<file path="src/ppm_sum_frame_decoder_macros.svh">
// Assertion macros for the PPM sum frame decoder.
`ifndef PPM_SUM_FRAME_DECODER_MACROS_SVH
`define PPM_SUM_FRAME_DECODER_MACROS_SVH

`ifndef SYNTH
// Same-cycle implication, disabled in reset.
`define PSFD_ASSERT_IMP(lbl, clk, rstn, ante, cons, msg) \
    lbl: assert property (@(posedge clk) disable iff (!(rstn)) (ante) |-> (cons)) \
        else $error(msg);
// Next-cycle implication, disabled in reset.
`define PSFD_ASSERT_NXT(lbl, clk, rstn, ante, cons, msg) \
    lbl: assert property (@(posedge clk) disable iff (!(rstn)) (ante) |=> (cons)) \
        else $error(msg);
`else
`define PSFD_ASSERT_IMP(lbl, clk, rstn, ante, cons, msg)
`define PSFD_ASSERT_NXT(lbl, clk, rstn, ante, cons, msg)
`endif

`endif

</file>
<file path="src/psfd_pkg.sv">
// Types and constants shared by the PPM sum frame decoder modules.
package psfd_pkg;

    localparam int unsigned CFG_W     = 16;
    localparam int unsigned CFG_IDX_W = 3;
    localparam int unsigned TIME_W    = 32;
    localparam int unsigned SLOT_W    = 16;
    localparam int unsigned SEL_W     = 4;
    localparam int unsigned GOOD_W    = 4;
    localparam int unsigned BAD_W     = 8;

    localparam logic [CFG_IDX_W-1:0] CFG_SYNC_GAP_MIN = 3'd0;
    localparam logic [CFG_IDX_W-1:0] CFG_SYNC_GAP_MAX = 3'd1;
    localparam logic [CFG_IDX_W-1:0] CFG_BAD_BELOW    = 3'd2;
    localparam logic [CFG_IDX_W-1:0] CFG_BAD_ABOVE    = 3'd3;
    localparam logic [CFG_IDX_W-1:0] CFG_VALID_MIN    = 3'd4;
    localparam logic [CFG_IDX_W-1:0] CFG_VALID_MAX    = 3'd5;

    localparam logic [CFG_W-1:0] RST_SYNC_GAP_MIN = 16'd4000;
    localparam logic [CFG_W-1:0] RST_SYNC_GAP_MAX = 16'd21000;
    localparam logic [CFG_W-1:0] RST_BAD_BELOW    = 16'd650;
    localparam logic [CFG_W-1:0] RST_BAD_ABOVE    = 16'd2000;
    localparam logic [CFG_W-1:0] RST_VALID_MIN    = 16'd900;
    localparam logic [CFG_W-1:0] RST_VALID_MAX    = 16'd2100;

    localparam logic [SLOT_W-1:0] RST_SLOT_VALUE = 16'd1500;
    localparam logic [BAD_W-1:0]  BAD_COUNT_MAX  = 8'd255;

    localparam logic MODE_EDGE = 1'b0;
    localparam logic MODE_READ = 1'b1;

    typedef struct packed {
        logic [CFG_W-1:0] sync_gap_min;
        logic [CFG_W-1:0] sync_gap_max;
        logic [CFG_W-1:0] bad_below;
        logic [CFG_W-1:0] bad_above;
        logic [CFG_W-1:0] valid_min;
        logic [CFG_W-1:0] valid_max;
    } cfg_t;

    typedef struct packed {
        logic              wr_en;
        logic              commit;
        logic [SLOT_W-1:0] wr_data;
    } slot_cmd_t;

    typedef struct packed {
        logic [GOOD_W-1:0] valid_count;
        logic              in_sync;
        logic              frame_committed;
    } frame_status_t;

endpackage

</file>
<file path="src/psfd_slot_bank.sv">
// Pending and committed slot banks with commit copy and committed read.
module psfd_slot_bank
    import psfd_pkg::*;
#(
    parameter int unsigned SLOT_COUNT = 10
) (
    input  logic                          aclk,
    input  logic                          aresetn,
    input  slot_cmd_t                     cmd,
    input  logic [$clog2(SLOT_COUNT)-1:0] wr_index,
    input  logic                          rd_en,
    input  logic [SEL_W-1:0]              rd_slot,
    output logic [SLOT_W-1:0]             rd_value
);

    localparam int unsigned IDX_W = $clog2(SLOT_COUNT);

    logic [SLOT_W-1:0] pending_reg   [SLOT_COUNT];
    logic [SLOT_W-1:0] committed_reg [SLOT_COUNT];
    logic              rd_in_range;

    always_ff @(posedge aclk) begin
        if (!aresetn) begin
            for (int k = 0; k < SLOT_COUNT; k++) begin
                pending_reg[k]   <= RST_SLOT_VALUE;
                committed_reg[k] <= RST_SLOT_VALUE;
            end
        end else begin
            // copy takes the bank as it was before this request's write
            if (cmd.commit) begin
                for (int k = 0; k < SLOT_COUNT; k++) begin
                    committed_reg[k] <= pending_reg[k];
                end
            end
            if (cmd.wr_en) begin
                pending_reg[wr_index] <= cmd.wr_data;
            end
        end
    end

    assign rd_in_range = ({1'b0, rd_slot} < (SEL_W + 1)'(SLOT_COUNT));

    always_comb begin
        rd_value = '0;
        if (rd_en && rd_in_range) begin
            rd_value = committed_reg[rd_slot[IDX_W-1:0]];
        end
    end

endmodule

</file>
<file path="src/psfd_frame_ctrl.sv">
// Interval, sync detection, slot pointer and pulse/error counters.
`include "ppm_sum_frame_decoder_macros.svh"
module psfd_frame_ctrl
    import psfd_pkg::*;
#(
    parameter int unsigned SLOT_COUNT = 10
) (
    input  logic                          aclk,
    input  logic                          aresetn,
    input  cfg_t                          cfg,
    input  logic                          advance,
    input  logic                          mode,
    input  logic [TIME_W-1:0]             edge_time_us,
    output frame_status_t                 status,
    output slot_cmd_t                     slot_cmd,
    output logic [$clog2(SLOT_COUNT)-1:0] slot_index
);

    localparam int unsigned IDX_W = $clog2(SLOT_COUNT);
    localparam logic [IDX_W-1:0] LAST_SLOT = IDX_W'(SLOT_COUNT - 1);

    logic [TIME_W-1:0] prev_time_reg, prev_time_next;
    logic [IDX_W-1:0]  ptr_reg, ptr_next;
    logic              sync_reg, sync_next;
    logic [GOOD_W-1:0] good_reg, good_next;
    logic [BAD_W-1:0]  bad_reg, bad_next;

    logic              is_edge;
    logic [TIME_W-1:0] gap;
    logic              sync_gap;
    logic              bad_gap;
    logic              in_range;
    logic              commit;
    logic [IDX_W-1:0]  ptr_a;
    logic [GOOD_W-1:0] good_a;
    logic              sync_a;

    assign is_edge  = advance && (mode == MODE_EDGE);
    assign gap      = edge_time_us - prev_time_reg;
    assign sync_gap = (gap > TIME_W'(cfg.sync_gap_min)) && (gap < TIME_W'(cfg.sync_gap_max));
    assign bad_gap  = (gap > TIME_W'(cfg.bad_above)) || (gap < TIME_W'(cfg.bad_below));
    assign in_range = (gap <= TIME_W'(cfg.valid_max)) && (gap >= TIME_W'(cfg.valid_min));
    assign commit   = sync_gap && (bad_reg == '0);

    assign ptr_a  = sync_gap ? '0 : ptr_reg;
    assign good_a = sync_gap ? '0 : good_reg;
    assign sync_a = sync_gap | sync_reg;

    always_comb begin
        prev_time_next = prev_time_reg;
        ptr_next       = ptr_reg;
        sync_next      = sync_reg;
        good_next      = good_reg;
        bad_next       = bad_reg;
        if (is_edge) begin
            prev_time_next = edge_time_us;
            ptr_next       = ptr_a;
            sync_next      = sync_a;
            good_next      = good_a;
            if (sync_gap) begin
                bad_next = '0;
            end else if (bad_gap && (bad_reg != BAD_COUNT_MAX)) begin
                bad_next = bad_reg + BAD_W'(1);
            end
            if (sync_a) begin
                if (ptr_a == LAST_SLOT) begin
                    sync_next = 1'b0;
                    good_next = '0;
                end else begin
                    ptr_next  = ptr_a + IDX_W'(1);
                    good_next = good_a + GOOD_W'(in_range);
                end
            end
        end
    end

    always_ff @(posedge aclk) begin
        if (!aresetn) begin
            prev_time_reg <= '0;
            ptr_reg       <= '0;
            sync_reg      <= 1'b0;
            good_reg      <= '0;
            bad_reg       <= '0;
        end else begin
            prev_time_reg <= prev_time_next;
            ptr_reg       <= ptr_next;
            sync_reg      <= sync_next;
            good_reg      <= good_next;
            bad_reg       <= bad_next;
        end
    end

    assign slot_index       = ptr_a;
    assign slot_cmd.wr_en   = is_edge && sync_a;
    assign slot_cmd.commit  = is_edge && commit;
    assign slot_cmd.wr_data = gap[SLOT_W-1:0];

    assign status.valid_count     = good_next;
    assign status.in_sync         = sync_next;
    assign status.frame_committed = is_edge && commit;

    `PSFD_ASSERT_NXT(a_sync_starts_frame, aclk, aresetn, is_edge && sync_gap, sync_reg && (ptr_reg == IDX_W'(1)) && (bad_reg == '0), "sync gap did not restart the frame at slot one")
    `PSFD_ASSERT_NXT(a_read_keeps_state, aclk, aresetn, advance && (mode == MODE_READ), $stable(ptr_reg) && $stable(bad_reg) && $stable(prev_time_reg) && $stable(sync_reg), "read request changed frame state")
    `PSFD_ASSERT_IMP(a_good_le_ptr, aclk, aresetn, 1'b1, {{(GOOD_W){1'b0}}, ptr_reg} >= {{(IDX_W){1'b0}}, good_reg}, "valid count ahead of slot pointer")
    `PSFD_ASSERT_IMP(a_idle_no_count, aclk, aresetn, !sync_reg, good_reg == '0, "valid count held outside sync")

endmodule

</file>
<file path="src/ppm_sum_frame_decoder.sv">
// Top level of the PPM sum frame decoder: config registers, input and result stages.
//
//  channel  direction  handshake          payload
//  s_       in         s_valid / s_ready  s_mode, s_edge_time_us, s_read_slot
//  m_       out        m_valid / m_ready  m_valid_count, m_in_sync, m_frame_committed,
//                                         m_slot_value
//  cfg_     in         cfg_wr_en          cfg_wr_index, cfg_wr_data
//
// One request per cycle sustained while m_ready is high; m_valid rises once an accepted
// request is decoded combinationally from the input register into the result register.
// Synchronous active-low reset clears all but the data registers; slot banks reset to 1500 us.
// A stall on m_ready holds the result; s_ready drops only when both stages are full.
module ppm_sum_frame_decoder
    import psfd_pkg::*;
#(
    parameter int unsigned SLOT_COUNT = 10
) (
    input  logic                 aclk,
    input  logic                 aresetn,
    input  logic                 cfg_wr_en,
    input  logic [CFG_IDX_W-1:0] cfg_wr_index,
    input  logic [CFG_W-1:0]     cfg_wr_data,
    input  logic                 s_valid,
    output logic                 s_ready,
    input  logic                 s_mode,
    input  logic [TIME_W-1:0]    s_edge_time_us,
    input  logic [SEL_W-1:0]     s_read_slot,
    output logic                 m_valid,
    input  logic                 m_ready,
    output logic [GOOD_W-1:0]    m_valid_count,
    output logic                 m_in_sync,
    output logic                 m_frame_committed,
    output logic [SLOT_W-1:0]    m_slot_value
);

    localparam int unsigned IDX_W = $clog2(SLOT_COUNT);

    cfg_t cfg_reg;

    logic              in_valid_reg, in_valid_next;
    logic              in_mode_reg;
    logic [TIME_W-1:0] in_time_reg;
    logic [SEL_W-1:0]  in_slot_reg;

    logic              out_valid_reg, out_valid_next;
    frame_status_t     out_status_reg;
    logic [SLOT_W-1:0] out_value_reg;

    logic              advance;
    logic              s_accept;
    frame_status_t     status;
    slot_cmd_t         slot_cmd;
    logic [IDX_W-1:0]  slot_index;
    logic [SLOT_W-1:0] rd_value;

    always_ff @(posedge aclk) begin
        if (!aresetn) begin
            cfg_reg.sync_gap_min <= RST_SYNC_GAP_MIN;
            cfg_reg.sync_gap_max <= RST_SYNC_GAP_MAX;
            cfg_reg.bad_below    <= RST_BAD_BELOW;
            cfg_reg.bad_above    <= RST_BAD_ABOVE;
            cfg_reg.valid_min    <= RST_VALID_MIN;
            cfg_reg.valid_max    <= RST_VALID_MAX;
        end else if (cfg_wr_en) begin
            case (cfg_wr_index)
                CFG_SYNC_GAP_MIN: cfg_reg.sync_gap_min <= cfg_wr_data;
                CFG_SYNC_GAP_MAX: cfg_reg.sync_gap_max <= cfg_wr_data;
                CFG_BAD_BELOW:    cfg_reg.bad_below    <= cfg_wr_data;
                CFG_BAD_ABOVE:    cfg_reg.bad_above    <= cfg_wr_data;
                CFG_VALID_MIN:    cfg_reg.valid_min    <= cfg_wr_data;
                CFG_VALID_MAX:    cfg_reg.valid_max    <= cfg_wr_data;
                default: begin
                end
            endcase
        end
    end

    assign advance  = in_valid_reg && (!out_valid_reg || m_ready);
    assign s_ready  = !in_valid_reg || advance;
    assign s_accept = s_valid && s_ready;

    always_comb begin
        in_valid_next = in_valid_reg;
        if (s_accept) begin
            in_valid_next = 1'b1;
        end else if (advance) begin
            in_valid_next = 1'b0;
        end
        out_valid_next = out_valid_reg;
        if (advance) begin
            out_valid_next = 1'b1;
        end else if (m_ready) begin
            out_valid_next = 1'b0;
        end
    end

    always_ff @(posedge aclk) begin
        if (!aresetn) begin
            in_valid_reg  <= 1'b0;
            out_valid_reg <= 1'b0;
        end else begin
            in_valid_reg  <= in_valid_next;
            out_valid_reg <= out_valid_next;
        end
    end

    always_ff @(posedge aclk) begin
        if (s_accept) begin
            in_mode_reg <= s_mode;
            in_time_reg <= s_edge_time_us;
            in_slot_reg <= s_read_slot;
        end
        if (advance) begin
            out_status_reg <= status;
            out_value_reg  <= rd_value;
        end
    end

    psfd_frame_ctrl #(
        .SLOT_COUNT (SLOT_COUNT)
    ) u_frame_ctrl (
        .aclk         (aclk),
        .aresetn      (aresetn),
        .cfg          (cfg_reg),
        .advance      (advance),
        .mode         (in_mode_reg),
        .edge_time_us (in_time_reg),
        .status       (status),
        .slot_cmd     (slot_cmd),
        .slot_index   (slot_index)
    );

    psfd_slot_bank #(
        .SLOT_COUNT (SLOT_COUNT)
    ) u_slot_bank (
        .aclk     (aclk),
        .aresetn  (aresetn),
        .cmd      (slot_cmd),
        .wr_index (slot_index),
        .rd_en    (in_mode_reg == MODE_READ),
        .rd_slot  (in_slot_reg),
        .rd_value (rd_value)
    );

    assign m_valid           = out_valid_reg;
    assign m_valid_count     = out_status_reg.valid_count;
    assign m_in_sync         = out_status_reg.in_sync;
    assign m_frame_committed = out_status_reg.frame_committed;
    assign m_slot_value      = out_value_reg;

endmodule
</file>
<file path="config.mk">
export PLATFORM = sky130hd
export DESIGN_NAME = ppm_sum_frame_decoder
export DESIGN_NICKNAME = d
export VERILOG_FILES = /design/src/psfd_pkg.sv /design/src/psfd_slot_bank.sv /design/src/psfd_frame_ctrl.sv /design/src/ppm_sum_frame_decoder.sv
export VERILOG_INCLUDE_DIRS = /design/src /design/src/src
export SDC_FILE = /design/constraint.sdc
export NUM_CORES = 1
export LEC_CHECK = 0
export BUFFER_PORTS_ARGS = -buffer_cell sky130_fd_sc_hd__buf_2
export CAP_MARGIN = 20
export CORE_MARGIN = 5
export CORE_UTILIZATION = 62
export CTS_CLUSTER_DIAMETER = 30
export CTS_CLUSTER_SIZE = 12
export DETAILED_ROUTE_END_ITERATION = 7
export PLACE_DENSITY = 0.86
export SLEW_MARGIN = 10
export SYNTH_ARGS = -nofsm -noshare
export SYNTH_HDL_FRONTEND = slang
export SYNTH_SLANG_ARGS = --single-unit
</file>
<file path="constraint.sdc">
create_clock -name aclk -period 22.9 [get_ports aclk]
set_clock_uncertainty 0.05 [all_clocks]
set_input_delay 1.145 -clock aclk [delete_from_list [all_inputs] [get_ports aclk]]
set_output_delay 1.145 -clock aclk [all_outputs]
set_load 0.05 [all_outputs]
</file>
==> impl_results.md <==
- First-pass GRT wire length: 104,000 um
- Setup_tns: 0 ps
- Ys flop type: edfxtp_1
- Placed instance count: 2,810
- Vias in the first global route: 18,775
- Overflow after GRT: 0
- Final Util: 73.2%
- Mapped Nets: 2,494
- Number of iterations in the first detailed-routing pass: 6
- Final HPWL DP: 41,200 um
- Crit path max fanout: 18
- Hold_buf cts: 0
- Yosys cell types: 75
- GRT Overall Usage: 29.7%
- Worst EP required: 23,240 ps
- Die ar.: 44,600 um^2
- Root Driver: clkbuf_16
- Mean Syn Cell Area: 10.9 um^2
- Final Setup Violations: 0
- Cell Pwr Density: 94.7 nW/um^2
- Slew Viols, Final: 0
- Worst path arrival time: 7970 ps
- Nets@finish: 2,575
- HP Class: register to register
- Most frequent cells in the layout: 379 x edfxtp_1, 374 x nand2_1, 171 x a21oi_1
- Flops & latches, synth: 526
- Tot Pwr: 2.77 mW
- Crit end category: register
- Share of cells above drive strength 1: 14.3%
- # Post-CTS Setup Buffers: 0
- Most common cell after layout, fill and taps aside: edfxtp_1
- Seq/Total Area, Yosys: 57.1%
- Cell area after synthesis: 25,100 um^2
- Vias post-DR: 18,541
- Routed WL per cell: 22.5 um
- Placer Congestion: 0.940
- Largest net degree at the start of global routing: 116
- RSZ-0062 raised after global routing: false
- VDD IR max: 0.0867 mV
- Max stage delay on crit path: 760 ps
- Gate Count Post-Synth: 2,301
- Max_cap viols: 0
- Post-route antenna net violation count: 0
- CTS tree: yes
- Worst-Margin Slew: 1150 ps
- Area growth syn-to-layout: 16.5%
- WL final: 67,000 um
- Hold WS: 400 ps
- CP most frequent cell: inv_1
- Row cnt: 73
- Final min period: 7640 ps
- Total CTS buffers: 94
- Slew HR: 22.8%
- Worst-path clk slew: 50 ps
- H-tree depth: 3
- Clk sinks: 526
- Startpoint Class: register
- Initial Utilization: 62.9%
- Count of non-filler cells in the finished layout: 2,984
- CP Class: register to register
- Diode count: 0
- Post-synth ARST share: 0%
- Slowest CP cell: xor2_1
- Post-synth EDFFs: 379
- Die H: 211 um
- Initial antenna violation count: 1
- Post-route DRC: 0
- Leak: 10.7 nW
- Final period util: 33.3%
- Fmax: 131 MHz
- Clock latency at the later pin of the worst-skew pair: 650 ps
- Via density: 6.21
- Final hold violation count: 0
- Port bufs: 84
- Layout filler cell count: 2,407
- I/O pins: 85
- Core area: 39,900 um^2
- 1st-iter DRT viols: 2,124
- Quantity of gates resized following cts: 0
- Die X: 211 um
- Clock Path Buffers: 3
- Ys Warns: 0
- Outcome: finished clean
==> final timing paths <==
kind / endpoint / depth (start not counted) / from / slack [ps]
max: m_in_sync / 29 / in_time_reg[0] / 15260
min: cfg_reg[31] / 2 / cfg_reg[31] / 400
max reg2reg: m_in_sync / 29 / in_time_reg[0] / 15260
min reg2reg: cfg_reg[31] / 2 / cfg_reg[31] / 400
==> cells by family after synthesis <==
kind of cell	count (synthesis)	synth area share (%)
flip-flops	526	57.1
adder cells (fa/ha/maj)	132	6.61
XOR/XNOR	17	0.593
AO/OA/AOI/OAI	413	10.4
buffers and inverters	291	4.87
multiplexers	56	3.83
AND/OR/NAND/NOR	866	16.6
==> stage by stage <==
step                      instance area, um^2  setup WS, ps
after CTS                               29200         15360
after detailed placement                25900         15470
after global placement                  25800         15870
after floorplan                         25100          6950
final                                   29200         15260
after global routing                    29200         14750
==> routing by layer <==
metal	vias to the layer above	GRT usage [%]	share of wire [%]
met5	-	0	0
met4	0	15.0	5.2
li1	8386	-	-
met1	8878	37.3	37
met2	1042	49.4	49
met3	235	5.82	9.0
==> power breakdown <==
group	switching [mW]	internal, mW	leakage, nW	total [mW]
combinational	0.176	0.0843	4.51	0.261
clock	0.524	0.931	1.57	1.45
sequential	0.0104	1.04	4.57	1.05
==> critical path, delay by kind of cell, from the launching register on <==
| family | cells | cell delay, ps |
|---|---|---|
| AOI/OAI and AO/OA | 9 | 1750 |
| xor gates and xnor gates | 1 | 760 |
| adders and majority gates | 4 | 1230 |
| buffers and inverters | 4 | 570 |
| DFF | 1 | 390 |
| and+or+nand+nor | 11 | 2620 |
==> area by class of cell <==
class | count | area (um^2) | area share, %
well taps | 525 | 657 | 2.25
flip-flops and latches | 526 | 14300 | 49.0
clock buffers | 102 | 2400 | 8.22
inverters | 158 | 594 | 2.03
repair buffers | 118 | 696 | 2.38
multi-input cells | 1484 | 9610 | 32.9
clock inverters | 71 | 953 | 3.26
==> synth_stat cells, drive strengths merged (3+ instances only) <==
master     n  area (um^2)
and2      10         62.6
nand3     28          145
dfxtp    147         2940
o22ai      5         31.3
mux2i     23          230
or3       20          125
mux4      32          721
nand3b     3         22.5
a211o      4         35.0
nor3      30          185
a211oi    45          343
o211ai    32          240
nand2    374         1400
a21oi    173          873
xor2       6         52.6
buf       45          298
or2        4         25.0
and4       4         37.5
a2111oi    3         51.3
o21a      19          143
xnor2     11         96.3
nand4     28          175
nor2b     31          194
edfxtp   379        11400
nand2b    82          513
inv      158          593
ha       131         1640
o221ai     3         26.3
and3      99          619
o21ai     58          294
o21bai     4         30.0
a221oi     3         26.3
nor2     137          514
a21o      30          225
o31ai     10         75.1
nor4       7         50.1
clkbuf    88          330
a31oi      9         56.3
Note: power is estimated with default switching activity, not from simulation.
